**config.mk**
```make
export PLATFORM = sky130hd
export DESIGN_NAME = hls_to_bgr_pixel_converter
export DESIGN_NICKNAME = d
export VERILOG_FILES = /design/src/hdl/hbpc_pkg.sv /design/src/hdl/hbpc_chan.sv /design/src/hdl/hls_to_bgr_pixel_converter.sv
export VERILOG_INCLUDE_DIRS = /design/src /design/src/hdl
export SDC_FILE = /design/constraint.sdc
export NUM_CORES = 1
export LEC_CHECK = 0
export BUFFER_PORTS_ARGS = -buffer_cell sky130_fd_sc_hd__buf_2
export CORE_MARGIN = 2
export CORE_UTILIZATION = 30
export DETAILED_ROUTE_END_ITERATION = 6
export SLEW_MARGIN = 20
export SYNTH_ARGS = -nofsm -noshare
export SYNTH_HDL_FRONTEND = slang
export SYNTH_SLANG_ARGS = --single-unit
```
**constraint.sdc**
```tcl
create_clock -name clk -period 19.45 [get_ports clk]
set_input_delay 1.945 -clock clk [delete_from_list [all_inputs] [get_ports clk]]
set_output_delay 1.945 -clock clk [all_outputs]
set_load 0.01 [all_outputs]
```
**src/hdl/assert_macros.svh**
```systemverilog
// Assertion macros shared by the converter RTL
`ifndef ASSERT_MACROS_SVH
`define ASSERT_MACROS_SVH
`ifndef ASSERT_OFF
// check a property on each rising clock edge outside reset
`define ASSERT_CLK(lbl, ck, rst_n, prop, msg) \
	lbl: assert property (@(posedge ck) disable iff (!rst_n) prop) else $error(msg);
// check a property on each rising clock edge, reset included
`define ASSERT_ALWAYS(lbl, ck, prop, msg) \
	lbl: assert property (@(posedge ck) prop) else $error(msg);
`else
`define ASSERT_CLK(lbl, ck, rst_n, prop, msg)
`define ASSERT_ALWAYS(lbl, ck, prop, msg)
`endif
`endif

```
**src/hdl/hbpc_pkg.sv**
```systemverilog
// Shared types and constants of the HLS to BGR converter
`timescale 1ns / 1ps
package hbpc_pkg;

	localparam logic [9:0]  HALF_CIRCLE = 10'd180;
	localparam logic [9:0]  HUE_SHIFT   = 10'd60;
	localparam logic [7:0]  SEGMENT     = 8'd30;
	localparam logic [7:0]  PLATEAU_END = 8'd90;
	localparam logic [7:0]  FALL_END    = 8'd120;
	localparam logic [7:0]  MID_LEVEL   = 8'd128;
	localparam logic [7:0]  FULL_LEVEL  = 8'd255;
	localparam logic [15:0] RECIP_30    = 16'd34953;
	localparam int          RECIP_SHIFT = 20;

	typedef enum logic [1:0] {
		SHIFT_UP,
		SHIFT_NONE,
		SHIFT_DOWN
	} shift_t;

	typedef enum logic [1:0] {
		REG_RISE,
		REG_HIGH,
		REG_FALL,
		REG_LOW
	} region_t;

	typedef struct packed {
		logic en_s1;
		logic en_s2;
		logic en_s3;
		logic en_s4;
	} ctl_t;

endpackage

```
**src/hdl/hbpc_chan.sv**
```systemverilog
// One color channel: hue wrap, ramp segment select, span scaling and output mux
`timescale 1ns / 1ps
module hbpc_chan (
	input  logic                 clk,
	input  hbpc_pkg::ctl_t       ctl,
	input  hbpc_pkg::shift_t     shift,
	input  logic [7:0]           hue,
	input  logic [7:0]           span_s2,
	input  logic [7:0]           lo_s3,
	input  logic [7:0]           hi_s3,
	input  logic [7:0]           l_s3,
	input  logic                 gray_s3,
	output logic [7:0]           value_s4
);

	logic signed [9:0]  shifted;
	logic [9:0]         wrapped10;
	logic [7:0]         wrapped;
	logic [7:0]         fall_t;
	logic [4:0]         t_next;
	hbpc_pkg::region_t  region_next;

	logic [4:0]         t_s1;
	hbpc_pkg::region_t  region_s1;
	logic [4:0]         t_s2;
	hbpc_pkg::region_t  region_s2;
	logic [12:0]        prod_s3;
	hbpc_pkg::region_t  region_s3;

	logic [28:0]        recip;
	logic [7:0]         quot;
	logic [7:0]         value_next;

	always_comb begin
		unique case (shift)
			hbpc_pkg::SHIFT_UP:   shifted = $signed({2'b00, hue}) + $signed(hbpc_pkg::HUE_SHIFT);
			hbpc_pkg::SHIFT_DOWN: shifted = $signed({2'b00, hue}) - $signed(hbpc_pkg::HUE_SHIFT);
			default:              shifted = $signed({2'b00, hue});
		endcase
		if (shifted >= $signed(hbpc_pkg::HALF_CIRCLE)) begin
			wrapped10 = 10'(shifted - $signed(hbpc_pkg::HALF_CIRCLE));
		end else if (shifted < 10'sd0) begin
			wrapped10 = 10'(shifted + $signed(hbpc_pkg::HALF_CIRCLE));
		end else begin
			wrapped10 = 10'(shifted);
		end
		wrapped = wrapped10[7:0];
		fall_t  = hbpc_pkg::FALL_END - wrapped;
		priority if (wrapped <= hbpc_pkg::SEGMENT) begin
			region_next = hbpc_pkg::REG_RISE;
			t_next      = wrapped[4:0];
		end else if (wrapped <= hbpc_pkg::PLATEAU_END) begin
			region_next = hbpc_pkg::REG_HIGH;
			t_next      = 5'd0;
		end else if (wrapped <= hbpc_pkg::FALL_END) begin
			region_next = hbpc_pkg::REG_FALL;
			t_next      = fall_t[4:0];
		end else begin
			region_next = hbpc_pkg::REG_LOW;
			t_next      = 5'd0;
		end
	end

	always_comb begin
		recip = 29'(prod_s3) * 29'(hbpc_pkg::RECIP_30);
		quot  = recip[hbpc_pkg::RECIP_SHIFT +: 8];
		if (gray_s3) begin
			value_next = l_s3;
		end else begin
			unique case (region_s3)
				hbpc_pkg::REG_RISE,
				hbpc_pkg::REG_FALL: value_next = lo_s3 + quot;
				hbpc_pkg::REG_HIGH: value_next = hi_s3;
				default:            value_next = lo_s3;
			endcase
		end
	end

	always_ff @(posedge clk) begin
		if (ctl.en_s1) begin
			t_s1      <= t_next;
			region_s1 <= region_next;
		end
		if (ctl.en_s2) begin
			t_s2      <= t_s1;
			region_s2 <= region_s1;
		end
		if (ctl.en_s3) begin
			prod_s3   <= 13'(span_s2) * 13'(t_s2);
			region_s3 <= region_s2;
		end
		if (ctl.en_s4) begin
			value_s4  <= value_next;
		end
	end

endmodule

```
**src/hdl/hls_to_bgr_pixel_converter.sv**
```systemverilog
// HLS to BGR pixel converter: four-stage pipeline top level
// bgr_valid rises once an accepted request has passed the four register stages s1 to s4.
// One pixel per cycle while bgr_stall is low; a stage advances if empty or the next advances.
// Stall on bgr_stall backs up through the stages; hls_stall rises only when all four are full.
// Reset (arst_n low, asynchronous) clears the stage valid bits; data registers keep no reset.
`timescale 1ns / 1ps
`include "assert_macros.svh"
module hls_to_bgr_pixel_converter (
	input  logic       clk,
	input  logic       arst_n,
	input  logic       hls_valid,
	output logic       hls_stall,
	input  logic [7:0] hue,
	input  logic [7:0] lightness,
	input  logic [7:0] saturation,
	output logic       bgr_valid,
	input  logic       bgr_stall,
	output logic [7:0] blue,
	output logic [7:0] green,
	output logic [7:0] red
);

	hbpc_pkg::ctl_t ctl;
	logic           v_s1, v_s2, v_s3, v_s4;

	logic        low_half;
	logic [8:0]  factor;
	logic [16:0] mul;
	logic [15:0] addend;
	logic [16:0] num_next;

	logic [15:0] num_s1;
	logic [7:0]  l_s1;
	logic        gray_s1;

	logic [16:0] div_sum;
	logic [8:0]  upper;
	logic [8:0]  lower;
	logic [7:0]  hi_next;
	logic [7:0]  lo_sat;
	logic [7:0]  lo_next;

	logic [7:0]  hi_s2, lo_s2, span_s2, l_s2;
	logic        gray_s2;
	logic [7:0]  hi_s3, lo_s3, l_s3;
	logic        gray_s3;

	assign ctl.en_s4 = !v_s4 || !bgr_stall;
	assign ctl.en_s3 = !v_s3 || ctl.en_s4;
	assign ctl.en_s2 = !v_s2 || ctl.en_s3;
	assign ctl.en_s1 = !v_s1 || ctl.en_s2;
	assign hls_stall = !ctl.en_s1;
	assign bgr_valid = v_s4;

	always_ff @(posedge clk or negedge arst_n) begin
		if (!arst_n) begin
			v_s1 <= 1'b0;
			v_s2 <= 1'b0;
			v_s3 <= 1'b0;
			v_s4 <= 1'b0;
		end else begin
			if (ctl.en_s1) v_s1 <= hls_valid;
			if (ctl.en_s2) v_s2 <= v_s1;
			if (ctl.en_s3) v_s3 <= v_s2;
			if (ctl.en_s4) v_s4 <= v_s3;
		end
	end

	always_comb begin
		low_half = lightness <= hbpc_pkg::MID_LEVEL;
		if (low_half) begin
			factor = {1'b0, hbpc_pkg::FULL_LEVEL} + {1'b0, saturation};
			addend = 16'd0;
		end else begin
			factor = {1'b0, hbpc_pkg::FULL_LEVEL - saturation};
			addend = {saturation, 8'd0} - {8'd0, saturation};
		end
		mul      = 17'(lightness) * 17'(factor);
		num_next = mul + {1'b0, addend};
	end

	always_comb begin
		div_sum = {1'b0, num_s1} + 17'd1 + {9'd0, num_s1[15:8]};
		upper   = div_sum[16:8];
		lower   = {l_s1, 1'b0} - upper;
		hi_next = upper[8] ? hbpc_pkg::FULL_LEVEL : upper[7:0];
		lo_sat  = lower[8] ? hbpc_pkg::FULL_LEVEL : lower[7:0];
		lo_next = (lo_sat > hi_next) ? hi_next : lo_sat;
	end

	always_ff @(posedge clk) begin
		if (ctl.en_s1) begin
			num_s1  <= num_next[15:0];
			l_s1    <= lightness;
			gray_s1 <= saturation == 8'd0;
		end
		if (ctl.en_s2) begin
			hi_s2   <= hi_next;
			lo_s2   <= lo_next;
			span_s2 <= hi_next - lo_next;
			l_s2    <= l_s1;
			gray_s2 <= gray_s1;
		end
		if (ctl.en_s3) begin
			hi_s3   <= hi_s2;
			lo_s3   <= lo_s2;
			l_s3    <= l_s2;
			gray_s3 <= gray_s2;
		end
	end

	hbpc_chan u_red (
		.clk      (clk),
		.ctl      (ctl),
		.shift    (hbpc_pkg::SHIFT_UP),
		.hue      (hue),
		.span_s2  (span_s2),
		.lo_s3    (lo_s3),
		.hi_s3    (hi_s3),
		.l_s3     (l_s3),
		.gray_s3  (gray_s3),
		.value_s4 (red)
	);

	hbpc_chan u_green (
		.clk      (clk),
		.ctl      (ctl),
		.shift    (hbpc_pkg::SHIFT_NONE),
		.hue      (hue),
		.span_s2  (span_s2),
		.lo_s3    (lo_s3),
		.hi_s3    (hi_s3),
		.l_s3     (l_s3),
		.gray_s3  (gray_s3),
		.value_s4 (green)
	);

	hbpc_chan u_blue (
		.clk      (clk),
		.ctl      (ctl),
		.shift    (hbpc_pkg::SHIFT_DOWN),
		.hue      (hue),
		.span_s2  (span_s2),
		.lo_s3    (lo_s3),
		.hi_s3    (hi_s3),
		.l_s3     (l_s3),
		.gray_s3  (gray_s3),
		.value_s4 (blue)
	);

	`ASSERT_CLK(a_stall_full, clk, arst_n, hls_stall |-> (&{v_s1, v_s2, v_s3, v_s4} && bgr_stall), "stall with room")
	`ASSERT_CLK(a_levels, clk, arst_n, v_s2 |-> (lo_s2 <= hi_s2 && span_s2 == 8'(hi_s2 - lo_s2)), "bad levels")
	`ASSERT_CLK(a_advance, clk, arst_n, (v_s1 && ctl.en_s2) |=> v_s2, "request lost in stage two")
	`ASSERT_ALWAYS(a_reset_empty, clk, !arst_n |=> !bgr_valid, "output valid after reset")

endmodule

```
After elaboration in Yosys (flattened, before gate mapping)
Index checks and enable logic that the tools add are counted.
W data, S select, Z words.

storage, ports and cells
  output and inout bits = 26
  input bits = 28
  word-level logic and storage cells = 144
  register bits after elaboration = 198

operators by class
  $lt $le $gt $ge = 17
  add/subtract/negate cells = 22
  reductions and logical operators = 20
  multiplexer cells = 32
  equality and inequality tests = 6
  multiply operators = 7

operator list
  kind                      number
  $mux W8                   12
  $mul A13 B16 Y28 const B  3
  $le A8 B7 Y1 const B      6
  $pmux W8 S2               3
  $mux W5                   9
  $mul A8 B5 Y13            3
  $add A8 B8 Y8             3
  $add A8 B8 Y8 const B     3
  $le A8 B5 Y1 const B      3
  $sub A8 B8 Y8 const B     3
  $lt A9 B1 Y1 const B      2
  $add A16 B1 Y17 const B   1
  $add A17 B8 Y17           1
  $add A16 B16 Y16          1
  $mul A8 B9 Y16            1
  $mux W16                  1
  $sub A16 B8 Y16           1
  $sub A5 B5 Y5 const A     3
  $reduce_or A2 Y1          6
  $add A8 B6 Y9 const B     1
  $add A8 B8 Y9 const A     1
  $ge A9 B8 Y1 const B      1
  $ge A9 B9 Y1 const B      1
  $mux W9                   1
  other kinds (15)          34

Depth between registers and ports, before layout
Gate-level depths: netlist of the first run.

  word-level depth = 8
  depth in mapped cells = 37
  mapped depth without buffers = 34

Hierarchy
From an unflattened synthesis of the first run, not the netlist that was laid out.

unflattened totals
  cells, all modules = 2219
  area, all modules = 22417.8 um2

modules (own cells, without submodules)
  module                      times used  sequential area each (um2)  area each (um2)  cells an instance
  hls_to_bgr_pixel_converter  1           2592.5                      7019.2           655
  hbpc_chan at u_blue         1           1111.1                      5161.2           531
  hbpc_chan at u_red          1           1111.1                      5119.9           516
  hbpc_chan at u_green        1           1111.1                      5117.4           517

Least setup slack after synthesis of the first run
Ideal clock, no wire load.

  path kind = input to register
  from = in lightness[6]
  to = reg num_s1[15], data pin
  arrival time = 7.843 ns
  cell stages on the path = 22
  path buffers = 1
  slack = 11.342 ns
  data required time = 19.185 ns
  cell sequence = clkbuf_1 > or4_1 > o41ai_1 > nand2_1 > xor2_1 > nand2_1 > fa_1 > fa_1 > fa_1 > fa_1 > inv_1 > ha_1 > o21ai_0 > a21boi_0 > o21ai_0 > nand2b_1 > a21o_1 > a21o_1 > a21o_1 > a21oi_1 > o21ai_0 > xor2_1

on the way
  word-level cells in the longest chain between the ends = 4

ends and longest elaborated chain
  element                 RTL line                          text
  start: declaration      hls_to_bgr_pixel_converter.sv:14  input logic [7:0] lightness,
  $le A8 B8 Y1            hls_to_bgr_pixel_converter.sv:70  low_half = lightness <= hbpc_pkg::MID_LEVEL;
  $mux W9                 hls_to_bgr_pixel_converter.sv:71  if (low_half) begin
  $mul A8 B9 Y16          hls_to_bgr_pixel_converter.sv:78  mul = 17'(lightness) * 17'(factor);
  $add A16 B16 Y16 *      hls_to_bgr_pixel_converter.sv:79  num_next = mul + {1'b0, addend};
  net num_next[15]        hls_to_bgr_pixel_converter.sv:30  logic [16:0] num_next;
  end signal: assignment  hls_to_bgr_pixel_converter.sv:93  num_s1 <= num_next[15:0];
  end: declaration        hls_to_bgr_pixel_converter.sv:32  logic [15:0] num_s1;

Mark *: on every way through the listed nets, which the timed path passes. The rest lies on a longest branch.
A chain may end at the register's enable or synchronous reset.

Worst setup path in the final report of the first run
  from = reg num_s1[11]
  to = reg span_s2[7], data pin

on the way
  word-level cells in the longest chain between the ends = 7

ends and longest elaborated chain
  element                 RTL line                           text
  $add A16 B1 Y17         hls_to_bgr_pixel_converter.sv:83   div_sum = {1'b0, num_s1} + 17'd1 + {9'd0, num_s1[15:8]};
  $add A17 B8 Y17 *       hls_to_bgr_pixel_converter.sv:83
  $sub A9 B9 Y9           hls_to_bgr_pixel_converter.sv:85   lower = {l_s1, 1'b0} - upper;
  $mux W8                 hls_to_bgr_pixel_converter.sv:87   lo_sat = lower[8] ? hbpc_pkg::FULL_LEVEL : lower[7:0];
  $gt A8 B8 Y1            hls_to_bgr_pixel_converter.sv:88   lo_next = (lo_sat > hi_next) ? hi_next : lo_sat;
  $mux W8                 hls_to_bgr_pixel_converter.sv:88
  $sub A8 B8 Y8 *         hls_to_bgr_pixel_converter.sv:100  span_s2 <= hi_next - lo_next;
  end signal: assignment  hls_to_bgr_pixel_converter.sv:100
  end: declaration        hls_to_bgr_pixel_converter.sv:43   logic [7:0] hi_s2, lo_s2, span_s2, l_s2;

Every way passes the cells marked *; elsewhere a longest branch is shown, timed or not.

==> summary.txt, run 1 <==
Detailed routing
  • Number of antenna-violating nets in the routed design: 0
  • DRC violation count after routing: 0
  • Wirelength, routed: 46400 um
  • Number of violations reported at the end of detailed-routing iteration 0: 710
  • Iteration count of the initial detailed-routing pass: 5
  • Routed vias/inst: 4.75
  • Wire length per cell: 15.1 um
  • Vias after detailed routing: 14600

Yosys
  • Count of mapped cells out of synthesis: 2105
  • Synthesis-stage register bit count: 198
  • Async SR Flop Fraction: 2.02%
  • Yosys warns: 0
  • Cell taking the most area after synthesis: sky130_fd_sc_hd__edfxtp_1
  • Part of the Yosys area used for sequential elements: 28.1%
  • Synth top area cells: sky130_fd_sc_hd__edfxtp_1 (28%), sky130_fd_sc_hd__ha_1 (20%), sky130_fd_sc_hd__fa_1 (15%)
  • Count of distinct cell types in the synthesized netlist: 87
  • Area share of the leading cell type in the synthesized netlist: 27.6%
  • Post-Syn Area: 21100 um2
  • Most used DFF post-synth: sky130_fd_sc_hd__edfxtp_1
  • Post-synth EDFFs: 194
  • Synth Net Count: 2624
  • Post-Synthesis Mean Instance Area: 10.0 um2

Clock tree
  • CTS clk-pin slew, worst paths: 0.09 ns
  • TritonCTS clock tree: done
  • Maximum level of the CTS H-tree: 4
  • Clock network latency to the later pin of the worst-skew pair: 0.46 ns
  • CTS Root Buffer Type: sky130_fd_sc_hd__clkbuf_16
  • Maximum root-to-sink buffer count: 2
  • Resized Gates After CTS: 0
  • Clk sinks: 198
  • TritonCTS buffer count: 17
  • Post-CTS Hold Fix Bufs: 0
  • Total setup buffers inserted after CTS: 0

Timing
  • Rel. slew slack: 33.9%
  • Summed negative setup slack over all endpoints: 0 ns
  • Slew Viols, Final: 0
  • Period Utilization, post-route: 41.5%
  • Tightest Pin Transition: 0.992 ns
  • Final hold violations: 0
  • FMAX: 124 MHz
  • Worst clock skew on the final layout: 0.0148 ns
  • RSZ-0062 raised after global routing: no
  • Minimum clock period: 8.07 ns
  • Final setup violation count: 0

Setup path
  • Setup slack of the most critical reg-to-reg path: 11.38 ns
  • Crit Path Class: flop to flop
  • Cell depth of the worst flop-to-flop path: 32
  • Dominant cell type by count on the critical path: sky130_fd_sc_hd__ha_1
  • Data required time of the worst path: 19.65 ns
  • Worst-path maximum fanout: 15
  • Reg-to-Reg End: span_s2[7]
  • Launch point of the worst reg-to-reg path: num_s1[11]
  • Kind of capture point of the worst setup path: flop
  • CP Launch Type: flop
  • Max incr delay on CP: 0.54 ns
  • CP max-delay cell: sky130_fd_sc_hd__edfxtp_1
  • Arrival time worst endpoint: 8.27 ns

Cells and area
  • Fill cells: 7151
  • Final design utilization: 33.0%
  • Post-layout net count: 2650
  • Area growth from synthesis to layout: 9.27%
  • Commonest non-fill, non-tap cell in the layout: sky130_fd_sc_hd__ha_1
  • Most used cells in the layout excluding fill and tap cells: sky130_fd_sc_hd__ha_1 (334), sky130_fd_sc_hd__inv_1 (292), sky130_fd_sc_hd__edfxtp_1 (194), sky130_fd_sc_hd__nand2_1 (183), sky130_fd_sc_hd__fa_1 (157)
  • Fraction of layout cells with a size suffix above 1: 6.16%

Die
  • Row count: 97
  • Full die area: 72500 um2
  • Horizontal die dimension: 269 um
  • Count of boundary I/O pins: 54
  • Vertical die dimension: 269 um
  • Std-Cell Core Area: 69900 um2
  • Starting density of the core: 30.2%

Global route
  • Pin count of the biggest net entering global routing: 60
  • All-layer global routing usage: 13.2%
  • Via count of the first global-routing pass: 15500
  • Grt ovf: 0
  • Global-route wire length before repair: 78600 um
  • Number of antenna violations at the first check in global routing: 2

Worst hold path
  • Min-delay src: lo_s2[2]
  • Cell depth of the worst min-delay path: 0
  • Worst-case hold path end point: lo_s3[2]
  • Kind of path behind the tightest hold check: flop to flop

Place
  • Buffers added on ports: 53
  • Final Wtd Congestion: 0.841
  • Detailed placement HPWL: 38000 um

Status
  • Status: completed

Run
  • Maxcap violations: 0
per-layer routing:
metal / vias to the layer above / global-route usage [%] / wire, um
met5: - / 0 / 30
met4: 4 / 4.18 / 991
met2: 207 / 23.1 / 22900
met3: 59 / 1.56 / 1170
li1: 7202 / - / -
met1: 7169 / 17.0 / 21400
through the flow:
stage                     std cells  instance area, um2  hold slack, ns  setup WS [ns]
after global routing           3084               23100           0.428          10.64
after floorplan                2105               21100           0.400          11.34
after CTS                      3084               23100           0.424          11.45
after global placement         3052               22400           0.401          11.16
final                          3085               23100           0.421          11.38
after detailed placement       3052               22400           0.405          11.10
critical path: cells and delay by family, from the launching register on:
kind | cells | cell delay (ns)
AO/OA/AOI/OAI | 16 | 3.25
XOR/XNOR | 2 | 0.39
AND/OR/NAND/NOR | 9 | 2.22
adder cells (fa/ha/maj) | 4 | 1.28
buffers and inverters | 1 | 0.12
flip-flops | 1 | 0.54
worst max path at each step:
stage | start | to | slack (ns)
after floorplan | lightness[6] | num_s1[15] | 11.34
after detailed placement | lightness[6] | num_s1[15] | 11.10
after CTS | num_s1[11] | span_s2[7] | 11.45
final | num_s1[11] | span_s2[7] | 11.38
after global routing | num_s1[11] | span_s2[7] | 10.64
after global placement | lightness[6] | num_s1[15] | 11.16
flip-flops by register name, indices dropped and copies added, names as in the netlist, 13 cells and up:
signal,count
u_green.prod_s3,13
u_blue.prod_s3,13
u_red.prod_s3,13
num_s1,16
cells by family (layout without fill, tap and decap cells):
kind of cell / Yosys count / in the layout / share of synthesized area [%]
adders and majority gates: 492 / 492 / 34.7
muxes: 32 / 32 / 1.58
xor gates and xnor gates: 140 / 140 / 5.81
and+or+nand+nor: 550 / 550 / 12.8
AOI/OAI and AO/OA: 346 / 346 / 10.9
other: 1 / 2 / 0.0178
DFF: 198 / 198 / 28.1
buffers and inverters: 346 / 385 / 6.19
layout make-up:
cell class	instances	area, um2	share of cell area, %
clock buffer	17	425	1.84
clock inverter	15	239	1.04
timing repair buffer	58	303	1.31
inverter	295	1110	4.80
tap	940	1180	5.10
sequential	198	5930	25.7
multi-input combinational	1561	13900	60.2
antenna	1	2.50	0.0108
cell usage after synthesis, types with 5 or more instances:
master	number
sky130_fd_sc_hd__a211oi_1	10
sky130_fd_sc_hd__a21boi_0	5
sky130_fd_sc_hd__a21o_1	29
sky130_fd_sc_hd__a21oi_1	107
sky130_fd_sc_hd__a31oi_1	6
sky130_fd_sc_hd__and2_1	105
sky130_fd_sc_hd__clkbuf_1	45
sky130_fd_sc_hd__edfxtp_1	194
sky130_fd_sc_hd__fa_1	157
sky130_fd_sc_hd__ha_1	334
sky130_fd_sc_hd__inv_1	293
sky130_fd_sc_hd__mux2_2	8
sky130_fd_sc_hd__mux2i_1	23
sky130_fd_sc_hd__nand2_1	185
sky130_fd_sc_hd__nand2b_1	24
sky130_fd_sc_hd__nand3_1	24
sky130_fd_sc_hd__nand4_1	9
sky130_fd_sc_hd__nor2_1	104
sky130_fd_sc_hd__nor2b_1	32
sky130_fd_sc_hd__nor3_1	27
sky130_fd_sc_hd__o211ai_1	5
sky130_fd_sc_hd__o21a_1	22
sky130_fd_sc_hd__o21ai_0	66
sky130_fd_sc_hd__o21bai_1	23
sky130_fd_sc_hd__o31ai_1	5
sky130_fd_sc_hd__or2_2	6
sky130_fd_sc_hd__or3_1	5
sky130_fd_sc_hd__xnor2_1	104
sky130_fd_sc_hd__xor2_1	36
Power of run 1 is not shown: default switching activity piles up to over one toggle a cycle in this logic, so the estimate is an artifact.
==> run 2, diff against run 1 <==
ABC_AREA = 1   (was not set)
clock period = 8.1 ns   (was 19.45 ns; I/O delays follow)
==> run 2 against run 1 <==
  * Maximum frequency is 33% higher
  * Core utilization rose by 0.092 points
  * Global-route usage decreased by 0.21 points
  * Count of clock-buffer cells in the layout up 1
==> summary.txt, run 2 <==
Status
  • Status: completed

Run
  • Maxcap violations: 0 (unchanged)

Global route
  • Pin count of the biggest net entering global routing: 70 (+17%)
  • Via count of the first global-routing pass: 15500 (+0.12%)
  • All-layer global routing usage: 13.0% (-0.21 points)
  • Global-route wire length before repair: 77600 um (-1.3%)
  • Grt ovf: 0 (unchanged)
  • Number of antenna violations at the first check in global routing: 1 (-1)

Timing
  • RSZ-0062 raised after global routing: no
  • Worst clock skew on the final layout: 0.0172 ns (+0.00244 ns)
  • Slew Viols, Final: 0 (unchanged)
  • Final hold violations: 0 (unchanged)
  • Summed negative setup slack over all endpoints: 0 ns (unchanged)
  • Final setup violation count: 0 (unchanged)
  • FMAX: 165 MHz (+33%)
  • Period Utilization, post-route: 74.6% (+33 points)
  • Minimum clock period: 6.05 ns (-2.02 ns)
  • Rel. slew slack: 30.2% (-3.7 points)
  • Tightest Pin Transition: 1.05 ns (+0.0555 ns)

Setup path
  • CP max-delay cell: sky130_fd_sc_hd__edfxtp_1
  • Worst-path maximum fanout: 22 (+7)
  • CP Launch Type: flop
  • Max incr delay on CP: 0.46 ns (-0.08 ns)
  • Kind of cell with the highest combined delay on the critical path: simple AND/OR/NAND/NOR gates
  • Crit Path Class: flop to flop
  • Kind of capture point of the worst setup path: flop
  • Dominant cell type by count on the critical path: sky130_fd_sc_hd__nand2_1
  • Arrival time worst endpoint: 6.27 ns (-2.00 ns)
  • Data required time of the worst path: 8.33 ns (-11.32 ns)
  • Buffer and inverter count on the worst path: 6 (+5)

Cells and area
  • Most used cells in the layout excluding fill and tap cells: sky130_fd_sc_hd__nand2_1 (545), sky130_fd_sc_hd__inv_1 (487), sky130_fd_sc_hd__ha_1 (334), sky130_fd_sc_hd__edfxtp_1 (194), sky130_fd_sc_hd__nor2_1 (158)
  • Area growth from synthesis to layout: 8.70%
  • Register with the highest flop count: num_s1
  • Fraction of layout cells with a size suffix above 1: 5.40% (-0.76 points)
  • Area taken by multi-input logic gates: 13500 um2 (-3.2%)
  • Fill cells: 7316 (+2.3%)
  • Number of flip-flops under the largest register name: 16 (unchanged)
  • Commonest non-fill, non-tap cell in the layout: sky130_fd_sc_hd__nand2_1
  • Non-filler instance count after layout: 3458 (+12%)
  • Post-layout net count: 3024 (+14%)
  • Number of antenna diodes: 0 (-1)
  • Area of all sequential standard cells: 5930 um2 (unchanged)

Yosys
  • Most used DFF post-synth: sky130_fd_sc_hd__edfxtp_1
  • Count of mapped cells out of synthesis: 2469 (+17%)
  • Post-Synthesis Mean Instance Area: 8.67 um2 (-14%)
  • Async SR Flop Fraction: 2.02% (unchanged)
  • Count of distinct cell types in the synthesized netlist: 59 (-32%)
  • Area share of the leading cell type in the synthesized netlist: 27.2% (-0.36 points)
  • Post-synth EDFFs: 194 (unchanged)
  • Most frequent cells after synthesis: sky130_fd_sc_hd__nand2_1 (545), sky130_fd_sc_hd__inv_1 (490), sky130_fd_sc_hd__ha_1 (334)
  • Post-Syn Area: 21400 um2 (+1.3%)
  • Synth Net Count: 2988 (+14%)
  • Yosys warns: 0 (unchanged)
  • Synth top area cells: sky130_fd_sc_hd__edfxtp_1 (27%), sky130_fd_sc_hd__ha_1 (20%), sky130_fd_sc_hd__fa_1 (15%)
  • Synthesis-stage register bit count: 198 (unchanged)
  • Cell taking the most area after synthesis: sky130_fd_sc_hd__edfxtp_1
  • Most instantiated library cell after synthesis: sky130_fd_sc_hd__nand2_1
  • Part of the Yosys area used for sequential elements: 27.7% (-0.37 points)

Die
  • Horizontal die dimension: 271 um (+0.65%)
  • Count of boundary I/O pins: 54 (unchanged)
  • Starting density of the core: 30.5% (+0.24 points)
  • Vertical die dimension: 271 um (+0.65%)
  • Std-Cell Core Area: 70300 um2 (+0.52%)
  • Full die area: 73500 um2 (+1.3%)
  • Row count: 97 (unchanged)

Detailed routing
  • Vias after detailed routing: 15500 (+6.0%)
  • DRC violation count after routing: 0 (unchanged)
  • Iteration count of the initial detailed-routing pass: 5 (unchanged)
  • Routed vias/inst: 4.49 (-5.4%)
  • Number of violations reported at the end of detailed-routing iteration 0: 713 (+0.42%)
  • Number of antenna-violating nets in the routed design: 0 (unchanged)
  • Wire length per cell: 13.4 um (-11%)
  • Wirelength, routed: 46200 um (-0.49%)

Clock tree
  • Maximum root-to-sink buffer count: 2 (unchanged)
  • Clock network latency to the later pin of the worst-skew pair: 0.46 ns (about the same)
  • Post-CTS Hold Fix Bufs: 0 (unchanged)
  • Total setup buffers inserted after CTS: 0 (unchanged)
  • Clk sinks: 198 (unchanged)
  • TritonCTS buffer count: 17 (unchanged)
  • CTS Root Buffer Type: sky130_fd_sc_hd__clkbuf_16
  • Maximum level of the CTS H-tree: 4 (unchanged)
  • Resized Gates After CTS: 0 (unchanged)
  • TritonCTS clock tree: done
  • CTS clk-pin slew, worst paths: 0.08 ns (about the same)

Place
  • Buffers added on ports: 53 (unchanged)
  • Placed cells: 3426 (+12%)
  • Final Wtd Congestion: 0.881 (+4.7%)
  • Detailed placement HPWL: 38300 um (+0.76%)

Worst hold path
  • Kind of path behind the tightest hold check: input pin to async pin
-- run 2: changes by cell type after synthesis, moves of 23 or more --
cell	previous run	this run
sky130_fd_sc_hd__nor2_1	104	158
sky130_fd_sc_hd__nand2_1	185	545
sky130_fd_sc_hd__xor2_1	36	68
sky130_fd_sc_hd__nor2b_1	32	0
sky130_fd_sc_hd__nand2b_1	24	0
sky130_fd_sc_hd__inv_1	293	490
sky130_fd_sc_hd__and2_1	105	6
sky130_fd_sc_hd__mux2i_1	23	0
sky130_fd_sc_hd__xnor2_1	104	35
sky130_fd_sc_hd__nand3_1	24	91
-- run 2: worst paths after layout --
check	depth (start not counted)	slack, ns	end	start
max	36	2.05	span_s2[7]	num_s1[12]
min	1	0.15	v_s3	arst_n
max reg2reg	36	2.05	span_s2[7]	num_s1[12]
min reg2reg	0	0.42	u_blue.t_s2[4]	u_blue.t_s1[4]
max in group asynchronous	1	7.83	v_s2	arst_n
min in group clk	0	0.42	u_blue.t_s2[4]	u_blue.t_s1[4]
-- run 2: metrics by stage --
step                      hold WS, ns  worst slack (ns)  area (um2)  utilization, %
after global placement          0.401              1.73       22700            32.3
after CTS                       0.125              2.01       23300            33.1
after global routing            0.137              1.17       23300            33.1
after floorplan                 0.400              2.12       21400               -
final                           0.153              2.05       23300            33.1
after detailed placement        0.405              1.68       22700            32.3
-- run 2: area by class of cell --
type	instances	share of cell area, %
tap	940	5.06
inverter	498	8.04
sequential	198	25.5
timing repair buffer	56	1.24
multi-input combinational	1734	57.8
clock inverter	14	0.527
clock buffer	18	1.84
-- run 2: cell families (layout without fill, tap and decap cells) --
logic type | after synthesis | count (layout) | synth area share [%]
compound gates | 274 | 274 | 7.51
buf+inv | 537 | 586 | 9.45
flops | 198 | 198 | 27.7
fa+ha+maj | 491 | 491 | 34.2
simple gates | 863 | 863 | 16.8
xor+xnor | 105 | 105 | 4.37
other cells | 1 | 1 | 0.0175
-- run 2: layer usage --
metal / global-route usage [%] / share of wire [%] / vias to the layer above
li1: - / - / 8002
met1: 18.5 / 50 / 7244
met2: 20.9 / 44 / 229
met3: 1.42 / 3.2 / 50
met4: 3.65 / 2.0 / 0
met5: 0 / 0 / -
Power of run 2 is left out for the same reason.
